[config.mk]
export PLATFORM = sky130hd
export DESIGN_NAME = pulse_width_nibble_decoder
export DESIGN_NICKNAME = d
export VERILOG_FILES = /design/src/hw/rtl/pwnd_pkg.sv /design/src/hw/rtl/pulse_width_nibble_decoder.sv /design/src/hw/rtl/pwnd_cfg_regs.sv /design/src/hw/rtl/pwnd_core.sv
export SDC_FILE = /design/constraint.sdc
export NUM_CORES = 1
export LEC_CHECK = 0
export ABC_AREA = 1
export BUFFER_PORTS_ARGS = -buffer_cell sky130_fd_sc_hd__buf_2
export CAP_MARGIN = 20
export CORE_ASPECT_RATIO = 0.7
export CORE_MARGIN = 4
export CORE_UTILIZATION = 39
export DETAILED_ROUTE_END_ITERATION = 6
export GPL_ROUTABILITY_DRIVEN = 0
export HOLD_SLACK_MARGIN = 0.08
export PLACE_DENSITY_LB_ADDON = 0.25
export SYNTH_ARGS = -nofsm -noshare
export SYNTH_HDL_FRONTEND = slang
export SYNTH_HIERARCHICAL = 1
export SYNTH_SLANG_ARGS = --single-unit
[constraint.sdc]
create_clock -name i_clk -period 6.77 [get_ports i_clk]
set_input_delay 0.3385 -clock i_clk [delete_from_list [all_inputs] [get_ports i_clk]]
set_output_delay 0.3385 -clock i_clk [all_outputs]
set_load 0.01 [all_outputs]
[src/hw/rtl/pwnd_pkg.sv]
// Package with the types, constants and helpers of the pulse width nibble decoder.
`default_nettype none
package pwnd_pkg;

    localparam int unsigned WIDTH_W    = 32;
    localparam int unsigned COUNT_W    = 8;
    localparam int unsigned MESSAGE_W  = 64;
    localparam int unsigned NIBBLE_W   = 4;
    localparam int unsigned CFG_ADDR_W = 3;

    localparam logic [NIBBLE_W-1:0] NIBBLE_TOP_BIT = 4'b1000;

    typedef enum logic [CFG_ADDR_W-1:0] {
        REG_SYNC_LOW  = 3'd0,
        REG_SYNC_HIGH = 3'd1,
        REG_END_LIMIT = 3'd2,
        REG_ONE_LOW   = 3'd3,
        REG_ONE_HIGH  = 3'd4,
        REG_ZERO_LOW  = 3'd5,
        REG_ZERO_HIGH = 3'd6
    } t_cfg_reg;

    localparam logic [WIDTH_W-1:0] RST_SYNC_LOW  = 32'd3800;
    localparam logic [WIDTH_W-1:0] RST_SYNC_HIGH = 32'd4200;
    localparam logic [WIDTH_W-1:0] RST_END_LIMIT = 32'd18000;
    localparam logic [WIDTH_W-1:0] RST_ONE_LOW   = 32'd1800;
    localparam logic [WIDTH_W-1:0] RST_ONE_HIGH  = 32'd2200;
    localparam logic [WIDTH_W-1:0] RST_ZERO_LOW  = 32'd800;
    localparam logic [WIDTH_W-1:0] RST_ZERO_HIGH = 32'd1200;

    typedef struct packed {
        logic [WIDTH_W-1:0] pulse_width;
        logic               pos_edge;
        logic               edges_missed;
    } t_in;

    typedef struct packed {
        logic [COUNT_W-1:0]   nibbles_received;
        logic [MESSAGE_W-1:0] message_word;
        logic                 in_sync;
    } t_out;

    typedef struct packed {
        logic [WIDTH_W-1:0] sync_low;
        logic [WIDTH_W-1:0] sync_high;
        logic [WIDTH_W-1:0] end_limit;
        logic [WIDTH_W-1:0] one_low;
        logic [WIDTH_W-1:0] one_high;
        logic [WIDTH_W-1:0] zero_low;
        logic [WIDTH_W-1:0] zero_high;
    } t_cfg;

    function automatic logic in_window(input logic [WIDTH_W-1:0] w,
                                       input logic [WIDTH_W-1:0] lo,
                                       input logic [WIDTH_W-1:0] hi);
        return (w > lo) && (w < hi);
    endfunction

endpackage
`default_nettype wire

[src/hw/rtl/pulse_width_nibble_decoder.sv]
// Top level of the pulse width nibble decoder: input register, decoder, result register.
//
// Each input transaction on i_in_* is one captured edge: the pulse width before
// the edge in timer ticks, a rising-edge flag and a missed-edge flag. Every
// input transaction yields exactly one result transaction on o_out_*, carrying
// the nibble count, the last sixteen nibbles and the sync flag after that edge.
// The edge is held in an input register; once the output register can take it,
// the decoder state is updated by combinational comparison and shift logic and
// the result is loaded into the output register. Throughput is one transaction
// per cycle, limited only by the output register. When the receiver stalls, the
// result waits in the output register, the input register still takes one more
// edge, and o_in_ready drops only when both hold data. Configuration registers
// are written through i_cfg_we, i_cfg_addr and i_cfg_wdata; the user must write
// them only while the block is idle, not enforced by the block. Indexes beyond
// the list are ignored. Reset clears sync, the counter, the nibble assembly, the
// message and both registers' valid flags and restores the default window bounds.
`default_nettype none
module pulse_width_nibble_decoder (
    input  wire logic                            i_clk,
    input  wire logic                            i_rst_n,
    input  wire logic                            i_in_valid,
    output logic                                 o_in_ready,
    input  wire pwnd_pkg::t_in                   i_in_data,
    output logic                                 o_out_valid,
    input  wire logic                            i_out_ready,
    output pwnd_pkg::t_out                       o_out_data,
    input  wire logic                            i_cfg_we,
    input  wire logic [pwnd_pkg::CFG_ADDR_W-1:0] i_cfg_addr,
    input  wire logic [pwnd_pkg::WIDTH_W-1:0]    i_cfg_wdata
);

    pwnd_pkg::t_cfg cfg;
    pwnd_pkg::t_out next_out;

    logic          r_in_valid;
    pwnd_pkg::t_in r_in;
    logic          r_out_valid;
    pwnd_pkg::t_out r_out;
    logic          step;

    assign step       = r_in_valid && (!r_out_valid || i_out_ready);
    assign o_in_ready = !r_in_valid || step;

    pwnd_cfg_regs u_cfg (
        .i_clk       (i_clk),
        .i_rst_n     (i_rst_n),
        .i_cfg_we    (i_cfg_we),
        .i_cfg_addr  (i_cfg_addr),
        .i_cfg_wdata (i_cfg_wdata),
        .o_cfg       (cfg)
    );

    pwnd_core u_core (
        .i_clk   (i_clk),
        .i_rst_n (i_rst_n),
        .i_step  (step),
        .i_edge  (r_in),
        .i_cfg   (cfg),
        .o_next  (next_out)
    );

    always_ff @(posedge i_clk) begin
        if (!i_rst_n) begin
            r_in_valid  <= 1'b0;
            r_out_valid <= 1'b0;
        end else begin
            if (o_in_ready) begin
                r_in_valid <= i_in_valid;
            end
            if (step) begin
                r_out_valid <= 1'b1;
            end else if (i_out_ready) begin
                r_out_valid <= 1'b0;
            end
        end
    end

    always_ff @(posedge i_clk) begin
        if (o_in_ready && i_in_valid) begin
            r_in <= i_in_data;
        end
        if (step) begin
            r_out <= next_out;
        end
    end

    assign o_out_valid = r_out_valid;
    assign o_out_data  = r_out;

endmodule
`default_nettype wire

[src/hw/rtl/pwnd_cfg_regs.sv]
// Configuration register file of the pulse width nibble decoder.
`default_nettype none
module pwnd_cfg_regs (
    input  wire logic                           i_clk,
    input  wire logic                           i_rst_n,
    input  wire logic                           i_cfg_we,
    input  wire logic [pwnd_pkg::CFG_ADDR_W-1:0] i_cfg_addr,
    input  wire logic [pwnd_pkg::WIDTH_W-1:0]    i_cfg_wdata,
    output pwnd_pkg::t_cfg                      o_cfg
);

    pwnd_pkg::t_cfg r_cfg;

    always_ff @(posedge i_clk) begin
        if (!i_rst_n) begin
            r_cfg.sync_low  <= pwnd_pkg::RST_SYNC_LOW;
            r_cfg.sync_high <= pwnd_pkg::RST_SYNC_HIGH;
            r_cfg.end_limit <= pwnd_pkg::RST_END_LIMIT;
            r_cfg.one_low   <= pwnd_pkg::RST_ONE_LOW;
            r_cfg.one_high  <= pwnd_pkg::RST_ONE_HIGH;
            r_cfg.zero_low  <= pwnd_pkg::RST_ZERO_LOW;
            r_cfg.zero_high <= pwnd_pkg::RST_ZERO_HIGH;
        end else if (i_cfg_we) begin
            case (i_cfg_addr)
                pwnd_pkg::REG_SYNC_LOW:  r_cfg.sync_low  <= i_cfg_wdata;
                pwnd_pkg::REG_SYNC_HIGH: r_cfg.sync_high <= i_cfg_wdata;
                pwnd_pkg::REG_END_LIMIT: r_cfg.end_limit <= i_cfg_wdata;
                pwnd_pkg::REG_ONE_LOW:   r_cfg.one_low   <= i_cfg_wdata;
                pwnd_pkg::REG_ONE_HIGH:  r_cfg.one_high  <= i_cfg_wdata;
                pwnd_pkg::REG_ZERO_LOW:  r_cfg.zero_low  <= i_cfg_wdata;
                pwnd_pkg::REG_ZERO_HIGH: r_cfg.zero_high <= i_cfg_wdata;
                default: ;
            endcase
        end
    end

    assign o_cfg = r_cfg;

endmodule
`default_nettype wire

[src/hw/rtl/pwnd_core.sv]
// Decoder state and its combinational update for one captured edge.
`default_nettype none
module pwnd_core (
    input  wire logic     i_clk,
    input  wire logic     i_rst_n,
    input  wire logic     i_step,
    input  wire pwnd_pkg::t_in  i_edge,
    input  wire pwnd_pkg::t_cfg i_cfg,
    output pwnd_pkg::t_out o_next
);

    logic                                r_sync;
    logic [pwnd_pkg::COUNT_W-1:0]        r_count;
    logic [pwnd_pkg::NIBBLE_W-1:0]       r_bit_sel;
    logic [pwnd_pkg::NIBBLE_W-1:0]       r_bits;
    logic [pwnd_pkg::MESSAGE_W-1:0]      r_msg;

    logic                                n_sync;
    logic [pwnd_pkg::COUNT_W-1:0]        n_count;
    logic [pwnd_pkg::NIBBLE_W-1:0]       n_bit_sel;
    logic [pwnd_pkg::NIBBLE_W-1:0]       n_bits;
    logic [pwnd_pkg::MESSAGE_W-1:0]      n_msg;

    logic in_sync_win;
    logic in_zero_win;
    logic in_one_win;
    logic above_end;
    logic [pwnd_pkg::NIBBLE_W-1:0] bits_upd;
    logic [pwnd_pkg::NIBBLE_W-1:0] sel_upd;

    assign in_sync_win = pwnd_pkg::in_window(i_edge.pulse_width, i_cfg.sync_low,
                                             i_cfg.sync_high);
    assign in_zero_win = pwnd_pkg::in_window(i_edge.pulse_width, i_cfg.zero_low,
                                             i_cfg.zero_high);
    assign in_one_win  = pwnd_pkg::in_window(i_edge.pulse_width, i_cfg.one_low,
                                             i_cfg.one_high);
    assign above_end   = i_edge.pulse_width > i_cfg.end_limit;

    always_comb begin
        n_sync    = r_sync;
        n_count   = r_count;
        n_bit_sel = r_bit_sel;
        n_bits    = r_bits;
        n_msg     = r_msg;
        bits_upd  = r_bits;
        sel_upd   = r_bit_sel >> 1;
        priority if (!r_sync && i_edge.pos_edge && in_sync_win) begin
            n_sync    = 1'b1;
            n_count   = '0;
            n_bits    = '0;
            n_bit_sel = pwnd_pkg::NIBBLE_TOP_BIT;
            n_msg     = '0;
        end else if (r_sync && i_edge.edges_missed) begin
            n_sync  = 1'b0;
            n_count = '0;
        end else if (r_sync && i_edge.pos_edge) begin
            priority if (above_end) begin
                n_sync  = 1'b0;
                n_count = '0;
            end else if (in_sync_win) begin
                n_count   = '0;
                n_bits    = '0;
                n_bit_sel = pwnd_pkg::NIBBLE_TOP_BIT;
                n_msg     = '0;
            end else begin
                priority if (in_zero_win) begin
                    bits_upd = r_bits & ~r_bit_sel;
                end else if (in_one_win) begin
                    bits_upd = r_bits | r_bit_sel;
                end else begin
                    n_sync = 1'b0;
                end
                if (sel_upd == '0) begin
                    n_msg     = {r_msg[pwnd_pkg::MESSAGE_W-pwnd_pkg::NIBBLE_W-1:0], bits_upd};
                    n_bit_sel = pwnd_pkg::NIBBLE_TOP_BIT;
                    n_bits    = '0;
                    n_count   = r_count + 1'b1;
                end else begin
                    n_bit_sel = sel_upd;
                    n_bits    = bits_upd;
                end
            end
        end else begin
        end
    end

    always_ff @(posedge i_clk) begin
        if (!i_rst_n) begin
            r_sync    <= 1'b0;
            r_count   <= '0;
            r_bit_sel <= '0;
            r_bits    <= '0;
            r_msg     <= '0;
        end else if (i_step) begin
            r_sync    <= n_sync;
            r_count   <= n_count;
            r_bit_sel <= n_bit_sel;
            r_bits    <= n_bits;
            r_msg     <= n_msg;
        end
    end

    assign o_next.nibbles_received = n_count;
    assign o_next.message_word     = n_msg;
    assign o_next.in_sync          = n_sync;

endmodule
`default_nettype wire

==> impl_metrics.tcl, run 1 <==
set metrics [dict create \
    outcome "finished clean" \
    synth_warnings 6 \
    dp.cells 4028 \
    p_clk_share_pct 40.8 \
    cts_tree "done" \
    numCtsBuffers 46 \
    pwr-share-seq_pct 44.7 \
    worstSkewPairLatency_ps 590 \
    cp.arrival_ps 4490 \
    layout_commonest_cell "nand2_1" \
    setup_slack_ps 2740 \
    yosysTopAreaCellShare_pct 26.5 \
    clock_path_buffers 3 \
    avgSynthCellArea_um2 7.23 \
    synthesis.nets 3497 \
    synth_area_leader_cell "dfxtp_1" \
    synth_area_leaders "dfxtp_1 (27%), edfxtp_1 (14%), ha_1 (12%)" \
    synthArstFlopShare_pct 0 \
    cts.sinks 414 \
    p_sw_mw 1.75 \
    power_per_cell_area_mw_per_mm2 232 \
    power_leakage_nw 12.2 \
    finClkSkew_ps 32.3 \
    required_ps 7220 \
    r2r_slack_ps 2740 \
    ctsResizeCount 0 \
    cpMostUsedCell "nand2_2" \
    setup_tns_ps 0 \
    preCtsSetupSlack_ps 2880 \
    antenna_cells 0 \
    fin_util_pct 45.2 \
    setup.worst_path.class "reg2reg" \
    routed_via_density 4.87 \
    swShare_pct 28.4 \
    core_mm2 0.0585 \
    core.rowCount 74 \
    p_comb_share_pct 14.5 \
    period_needed_ps 4030 \
    grt_pass1_wl_um 106000 \
    final_cell_mix "nand2_1 (707), nor2_1 (506), inv_1 (453), dfxtp_1 (307), nand3_1 (256)" \
    grt_max_degree 102 \
    grt_pass1_vias 18200 \
    crit_path_end_kind "flip-flop" \
    slew_viol_final 0 \
    drcViolationCount 0 \
    synth_seq_cells 414 \
    cts_max_level 2 \
    max_freq_mhz 248 \
    rsz0062_at_grt "false" \
    die_w_um 299 \
    crit_fanout 31 \
    num_vias 20300 \
    firstDrtPassIters 5 \
    placed_area_mm2 0.0245 \
    cts_root_buf "clkbuf_16" \
    design_area_mm2 0.0265 \
    setup_viol 0 \
    netlist_area_mm2 0.0231 \
    critPathTopFamily "simple AND/OR/NAND/NOR gates" \
    vdd_drop_max_uv 166 \
    ys.flop_type "dfxtp_1" \
    die_h_um 212 \
    post_cts_buffers 0 \
    fin_crit_sh_pct 59.6 \
    drive_gt1_share_pct 9.39 \
    ioPinCount 149 \
    syn_to_final_growth_pct 14.3 \
    slowest_delay_ps 580 \
    worst_pin_slew_ps 1110 \
    finalPower_mw 6.14 \
    startpoint_type "flip-flop" \
    drt-initial-drc-count 1867 \
    antenna_found_initial 0 \
    instances_no_fill 4162 \
    hpwl_um 45400 \
    synthCells 3201 \
    maxCapViolations 0 \
    cp_slowest_cell "nand2_2" \
    p_int_mw 4.39 \
    final_antenna_net_count 0 \
    nNetsFinal 3623 \
    synth-edff-count 107 \
    grtUsageTotal_pct 21.2 \
    holdWs_ps 197 \
    wirelength_um 68800 \
    start_util_pct 39.6 \
    hold_viol 0 \
    crit_buf_inv 2 \
    synth-seq-area-share_pct 40.4 \
    die-area_mm2 0.0634 \
    grt-ovfl-total 0 \
    wire_per_inst_um 16.5 \
    io_buffers 148 \
    crit_chain "ha_1 -> nand4_1 -> nor3_1 -> nand4_1 -> nand2_2 -> nand2_2 -> nand2_2 -> buf_4 -> o21ai_1 -> o21ai_1 -> inv_1" \
    hold_path.class "in2reg" \
    slew-limit-headroom_pct 25.5 \
    synth_cell_type_count 41 \
    clkTransAtPathRegs_ps 60 \
]
## cell type report
type / instances / area (µm²)
Tap cell: 798 / 998
Clock inverter: 24 / 213
Fill cell: 6030 / 32000
Timing Repair Buffer: 220 / 1450
Sequential cell: 414 / 9360
Inverter: 462 / 1730
Clock buffer: 61 / 1260
Multi-Input combinational cell: 2183 / 11500
## worst reg2reg max path: cells and delay by family (launching register included)
family,cells,cell delay [ps]
compound gates,2,290
fa+ha+maj,1,390
buf+inv,2,640
simple gates,6,2060
flops,1,530
## layer usage
metal	vias up	GRT usage, %	share of wire [%]
li1	10400	-	-
met4	0	4.98	1.9
met1	9202	33.7	52
met2	570	29.4	39
met5	-	0	0
met3	76	3.29	7.1
## power by group through the flow
stage	Combinational (mW)	Clock, mW	Sequential [mW]
4_1_cts	0.880	2.57	2.75
6_report	0.889	2.51	2.75
5_1_grt	1.01	2.67	2.76
3_5_place_dp	0.855	0	2.80
2_1_floorplan	0.584	0	2.79
3_3_place_gp	0.851	0	2.80
## cell families after synthesis
| family | Yosys count | share of synthesized area, % |
|---|---|---|
| AO/OA/AOI/OAI | 418 | 9.82 |
| XOR/XNOR | 6 | 0.227 |
| adder cells (fa/ha/maj) | 222 | 12.0 |
| buffers and inverters | 604 | 10.4 |
| flip-flops | 414 | 40.4 |
| AND/OR/NAND/NOR | 1537 | 27.1 |
## final timing paths
path / end / startpoint / depth (start not counted)
worst max register to register: u_core/r_msg[62] / r_in[17] / 11
worst max-delay path: u_core/r_msg[62] / r_in[17] / 11
worst min register to register: u_cfg/o_cfg[106] / u_cfg/o_cfg[106] / 2
worst min-delay path: u_cfg/o_cfg[13] / i_cfg_wdata[13] / 5
## repair_timing
item	in CTS	in global routing
hold buffers	48	0
setup endpoints to repair	0	0
hold endpoints to repair	67	0
## synthesized netlist by cell type (2+ instances only)
master / number
clkbuf_1: 54
nand2_2: 4
nor4b_1: 2
buf_6: 4
nand4_1: 19
inv_1: 455
nand2_1: 708
nor2_2: 5
o21ai_2: 38
ha_1: 222
xor2_1: 4
o21ai_0: 126
o21bai_1: 4
buf_1: 22
a21oi_1: 192
inv_2: 5
nand3_1: 256
clkinv_1: 2
buf_4: 11
xnor2_1: 2
dfxtp_1: 307
nor3_1: 14
nand3b_1: 2
and3_1: 2
o21ai_1: 47
buf_2: 51
o21a_1: 9
nor2_1: 515
edfxtp_1: 107
## registers in the layout (all words and copies together), names as in the netlist
signal and count:
u_core/r_bits 4, r_in 34, o_out_data 73, u_core/r_count 8, u_cfg/o_cfg 224, u_core/r_msg 64
u_core/r_bit_sel 4, r_in_valid 1, u_core/r_sync 1, o_out_valid 1
Note: power is estimated with default switching activity, not from simulation.
==> run 2, diff against run 1 <==
Settings changed: ABC_AREA 1 to 0.
Clock period 6.77 ns to 4.13 ns, I/O delays scaled along.
==> impl_metrics.tcl, run 2 <==
set metrics [dict create \
    drcViolationCount 0 \
    routed_via_density 5.26 \
    fin_util_pct 47.3 \
    synthArstFlopShare_pct 0 \
    nNetsFinal 2616 \
    netlist_area_mm2 0.0210 \
    wirelength_um 59300 \
    swShare_pct 24.6 \
    p_int_mw 7.27 \
    vdd_drop_max_uv 311 \
    p_comb_share_pct 9.9 \
    synthCells 2111 \
    crit_chain "ha_1 -> nand4_1 -> nor4_4 -> nor4b_1 -> a22oi_1 -> nand3_1 -> o21ai_1 -> nor3_4 -> and3_2 -> buf_12 -> a22o_1" \
    ys.flop_type "dfxtp_1" \
    synth-xor-area-share_pct 0 \
    hold_path.class "in2reg" \
    p_clk_share_pct 45.2 \
    grtUsageMet3_pct 2.75 \
    hpwl_um 41300 \
    start_util_pct 39.8 \
    grt_pass1_vias 16000 \
    synth_cell_type_count 68 \
    avgSynthCellArea_um2 9.95 \
    setup.worst_path.class "reg2reg" \
    crit_path_end_kind "flip-flop" \
    synth-seq-area-share_pct 44.6 \
    fin_crit_sh_pct 97.6 \
    io_buffers 148 \
    grt_max_degree 101 \
    firstDrtPassIters 5 \
    post-synth-top-count-cell "dfxtp_1" \
    multi_input_area_mm2 0.0104 \
    cts_tree "done" \
    clkTransAtPathRegs_ps 60 \
    grtUsageTotal_pct 20.2 \
    grt_pass1_wl_um 93300 \
    drt-initial-drc-count 1332 \
    antenna_cells 0 \
    holdPathStages 3 \
    period_needed_ps 4030 \
    required_ps 4660 \
    synth_mux_area_share_pct 10.7 \
    worst_pin_slew_ps 1110 \
    grt-ovfl-total 0 \
    p_sw_mw 2.38 \
    syn_to_final_growth_pct 18.7 \
    slowest_delay_ps 570 \
    synthAdderAreaFrac_pct 13.2 \
    cts_root_buf "clkbuf_16" \
    synth_compound_area_share_pct 11.9 \
    synth_area_leaders "dfxtp_1 (29%), edfxtp_1 (15%), ha_1 (13%)" \
    startpoint_type "flip-flop" \
    clock_path_buffers 3 \
    synth_area_leader_cell "dfxtp_1" \
    drive_gt1_share_pct 12.5 \
    num_vias 16200 \
    die_h_um 202 \
    cp.arrival_ps 4560 \
    use_met2_pct 30.3 \
    synth_warnings 6 \
    nFillCells 4997 \
    dp.cells 2936 \
    pwr-share-seq_pct 44.9 \
    synthesis.nets 2407 \
    slew_viol_final 0 \
    layout_commonest_cell "dfxtp_1" \
    cp_slowest_cell "edfxtp_1" \
    finClkSkew_ps 20.4 \
    largest_reg_flops 224 \
    power_per_cell_area_mw_per_mm2 387 \
    synth-simple-area-share_pct 13.3 \
    synth-edff-count 107 \
    antenna_found_initial 0 \
    synth_top_family_by_area "simple AND/OR/NAND/NOR gates" \
    hold_viol 0 \
    outcome "finished clean" \
    power_leakage_nw 10.7 \
    cp.depth 11 \
    synth_commonest_cells "dfxtp_1 (307), nand2_1 (272), inv_1 (226), mux2i_1 (224), ha_1 (222)" \
    wire_per_inst_um 19.3 \
    r2r_cells 11 \
    final_antenna_net_count 0 \
    cts_max_level 2 \
    critPathTopFamily "simple AND/OR/NAND/NOR gates" \
    crit_fanout 62 \
    die-area_mm2 0.0577 \
    crit_buf_inv 1 \
    cts.sinks 414 \
    slew-limit-headroom_pct 25.8 \
    met1_usage_pct 30.8 \
    setup_viol 0 \
    core.rowCount 70 \
    core_mm2 0.0527 \
    seqCellArea_mm2 0.00936 \
    final_cell_mix "dfxtp_1 (307), nand2_1 (272), inv_1 (226), mux2i_1 (224), ha_1 (222)" \
    synth_seq_cells 414 \
    yosysTopAreaCellShare_pct 29.3 \
    numCtsBuffers 44 \
    instances_no_fill 3076 \
    die_w_um 285 \
    maxCapViolations 0 \
    grt_busiest_layer "met1" \
    worstSkewPairLatency_ps 590 \
    max_freq_mhz 248 \
    ioPinCount 149 \
]
run 2: cell count changes in the layout (fill, tap and decap cells not counted), moves of 33 or more:
cell,change
nand2_1,-435
nor2_1,-421
inv_1,-227
mux2i_1,+224
nand3_1,-220
o21ai_0,-106
a21oi_1,-95
a22o_1,+65
a22oi_1,+61
nor2b_1,+47
o21ai_1,-45
o21ai_2,-37
a21o_1,+33
run 2: worst min-delay path: cells and delay by family:
kind	cells	cell delay [ps]
muxes	1	100
and+or+nand+nor	1	190
buffers and inverters	1	120
run 2: worst paths after layout:
path | start | end | slack (ps)
hold / removal | i_cfg_wdata[28] | u_cfg/o_cfg[156] | 100
hold reg to reg | u_cfg/o_cfg[74] | u_cfg/o_cfg[74] | 460
setup reg to reg | r_in[33] | u_core/r_msg[37] | 100
setup / recovery | r_in[33] | u_core/r_msg[37] | 100
run 2: final cells by class:
class / instances / share of cell area [%]
well taps: 720 / 3.61
clock inverters: 22 / 1.36
repair buffers: 259 / 7.32
clock buffers: 60 / 4.99
flip-flops and latches: 414 / 37.6
multi-input cells: 1375 / 41.8
inverters: 226 / 3.40
run 2: metrics by stage:
stage / hold slack, ps / area (µm²) / power (mW) / worst slack [ps] / setup TNS [ps]
floorplan: 305 / 21000 / 4.95 / 347 / 0
global placement: 383 / 22700 / 5.28 / 104 / 0
detailed placement: 385 / 22700 / 5.31 / -88.4 / -1020
CTS: 81.0 / 24900 / 9.74 / 6.43 / 0
global route: 124 / 24900 / 10.0 / -10.2 / -55.7
finish: 97.4 / 24900 / 9.64 / 99.1 / 0
run 2: power by group through the flow:
stage / Clock [mW] / Combinational, mW / Sequential [mW]
after floorplan: 0 / 0.522 / 4.43
after global placement: 0 / 0.863 / 4.42
after detailed placement: 0 / 0.891 / 4.42
after CTS: 4.47 / 0.940 / 4.33
after global routing: 4.64 / 1.05 / 4.34
final: 4.36 / 0.953 / 4.33
run 2: kinds of logic (layout without fill, tap and decap cells):
kind of cell / count (synthesis) / in the layout
compound gates: 356 / 356
fa+ha+maj: 222 / 222
buf+inv: 322 / 567
mux: 224 / 224
flops: 414 / 414
simple gates: 573 / 573
run 2: routing by layer:
metal	routed length, µm	part of all wire [%]
met1	30000	51
met2	25500	43
met3	2770	4.7
met4	1010	1.7
met5	0	0
run 2: repair_timing:
| item | CTS | global route |
|---|---|---|
| endpoints found under the hold margin | 135 | 0 |
| hold buffers | 57 | 0 |
| setup buffers | 0 | 0 |
| endpoints found under the setup margin | 60 | 128 |
| gates resized for setup | 1 | 2 |
==> run 3, diff against run 2 <==
Clock period 4.13 ns to 3.7 ns, I/O delays scaled along.
==> impl_metrics.tcl, run 3 (synthesis results as in run 2) <==
set metrics [dict create \
    die-area_mm2 0.0577 \
    dr_wl_met3_um 3680 \
    cts_tree "done" \
    wirelength_um 58200 \
    instances_no_fill 3103 \
    clock_path_buffers 3 \
    r2r_slack_ps 70 \
    grt-ovfl-total 0 \
    ioPinCount 149 \
    pwr-share-seq_pct 46.4 \
    power_per_cell_area_mw_per_mm2 415 \
    syn_to_final_growth_pct 19.8 \
    setup_tns_ps 0 \
    wl_met1_um 28800 \
    largest_reg_flops 224 \
    antenna_cells 0 \
    period_needed_ps 3630 \
    crit_start "r_in[8]" \
    core.rowCount 70 \
    hpwl_um 40700 \
    num_vias 16300 \
    p_comb_share_pct 10.5 \
    preCtsSetupSlack_ps -805 \
    crit_path_end_kind "flip-flop" \
    cts_root_buf "clkbuf_16" \
    fin_crit_sh_pct 98.2 \
    routed_via_density 5.25 \
    dp.cells 2944 \
    cp.arrival_ps 4110 \
    vdd_drop_max_uv 276 \
    clkTransAtPathRegs_ps 70 \
    placed_area_mm2 0.0228 \
    p_clk_share_pct 43.2 \
    required_ps 4170 \
    cts_max_level 2 \
    final_antenna_net_count 0 \
    setup_slack_ps 66.8 \
    startpoint_type "flip-flop" \
    setup.worst_path.class "reg2reg" \
    hp-start "i_cfg_wdata[26]" \
    drcViolationCount 0 \
    p_sw_mw 2.64 \
    numCtsBuffers 44 \
    outcome "finished clean" \
    crit_fanout 30 \
    worst_pin_slew_ps 1070 \
    layout_commonest_cell "dfxtp_1" \
    swShare_pct 25.3 \
    design_area_mm2 0.0252 \
    start_util_pct 39.8 \
    slew_viol_final 0 \
    r2r-start "r_in[8]" \
    core_mm2 0.0527 \
    worstSkewPairLatency_ps 580 \
    hold_viol 0 \
    final_cell_mix "dfxtp_1 (307), nand2_1 (272), inv_1 (226), mux2i_1 (224), ha_1 (221)" \
    drt-initial-drc-count 1142 \
    fin_util_pct 47.7 \
    slew-limit-headroom_pct 28.8 \
    cts.sinks 414 \
    grt_max_degree 97 \
    antenna_found_initial 3 \
    power_leakage_nw 10.8 \
    grt_pass1_vias 16000 \
    setup_viol 0 \
    finClkSkew_ps 23.6 \
    drive_gt1_share_pct 14.3 \
    die_h_um 202 \
    nNetsFinal 2643 \
    wire_per_inst_um 18.7 \
    maxCapViolations 0 \
    grtUsageTotal_pct 19.5 \
    p_int_mw 7.79 \
    io_buffers 148 \
    top_layer_used "met5" \
    firstDrtPassIters 5 \
    die_w_um 285 \
    hold_path.class "in2reg" \
    max_freq_mhz 275 \
    met2_wirelength_um 24300 \
    grt_pass1_wl_um 90100 \
]
run 3: cell count changes in the layout (fill, tap and decap cells not counted), sizes merged:
cell | previous run | this run
clkbuf | 61 | 62
clkinvlp | 1 | 2
clkinv | 11 | 13
buf | 201 | 230
dlygate4sd3 | 57 | 54
inv | 228 | 230
bufinv | 8 | 3
run 3: stage by stage:
stage / power [mW] / hold WS (ps)
floorplan: 5.53 / 284
CTS: 10.5 / 83.6
global route: 10.9 / 98.0
detailed placement: 5.93 / 364
finish: 10.4 / 114
global placement: 5.90 / 362
run 3: per-layer routing:
layer	track usage (%)	vias to the layer above
li1	-	7924
met1	29.1	7877
met2	28.7	408
met3	3.59	84
met4	5.66	2
met5	0	-
run 3: path summary, 6_finish.rpt:
| check | cells after the start | endpoint |
|---|---|---|
| setup / recovery | 15 | u_core/r_msg[36] |
| hold / removal | 3 | u_cfg/o_cfg[58] |
| setup reg to reg | 15 | u_core/r_msg[36] |
| hold reg to reg | 2 | u_cfg/o_cfg[66] |
run 3: layout make-up:
type | instances | area (µm²)
well taps | 720 | 901
inverters | 226 | 848
clock inverters | 22 | 221
repair buffers | 286 | 2050
flip-flops and latches | 414 | 9360
clock buffers | 60 | 1240
multi-input cells | 1375 | 10500
fillers | 4987 | 27600
run 3: power groups by stage:
stage	Combinational (mW)	Sequential (mW)	Clock [mW]
after CTS	1.04	4.85	4.63
after floorplan	0.583	4.94	0
after detailed placement	0.988	4.94	0
after global placement	0.963	4.94	0
final	1.09	4.84	4.50
after global routing	1.20	4.85	4.81
run 3: what timing repair did:
| item | CTS | global route |
|---|---|---|
| gates cloned | 0 | 1 |
| setup buffers | 0 | 23 |
| pin swaps | 3 | 12 |
| hold endpoints to repair | 136 | 0 |
| gates resized for setup | 8 | 17 |
| hold buffers | 54 | 0 |
| setup endpoints to repair | 112 | 136 |
run 3: worst max-delay path: stages, from the launching register on:
cell and delay, ps:
edfxtp_1 420, buf_4 170, buf_4 130, ha_1 300, nand2_1 60, o21ai_0 200, a221o_1 420, o31ai_1 320
a21boi_1 230, buf_4 150, nor3b_2 200, buf_4 180, o21ai_2 70, o21a_4 290, buf_12 170, a22o_1 190
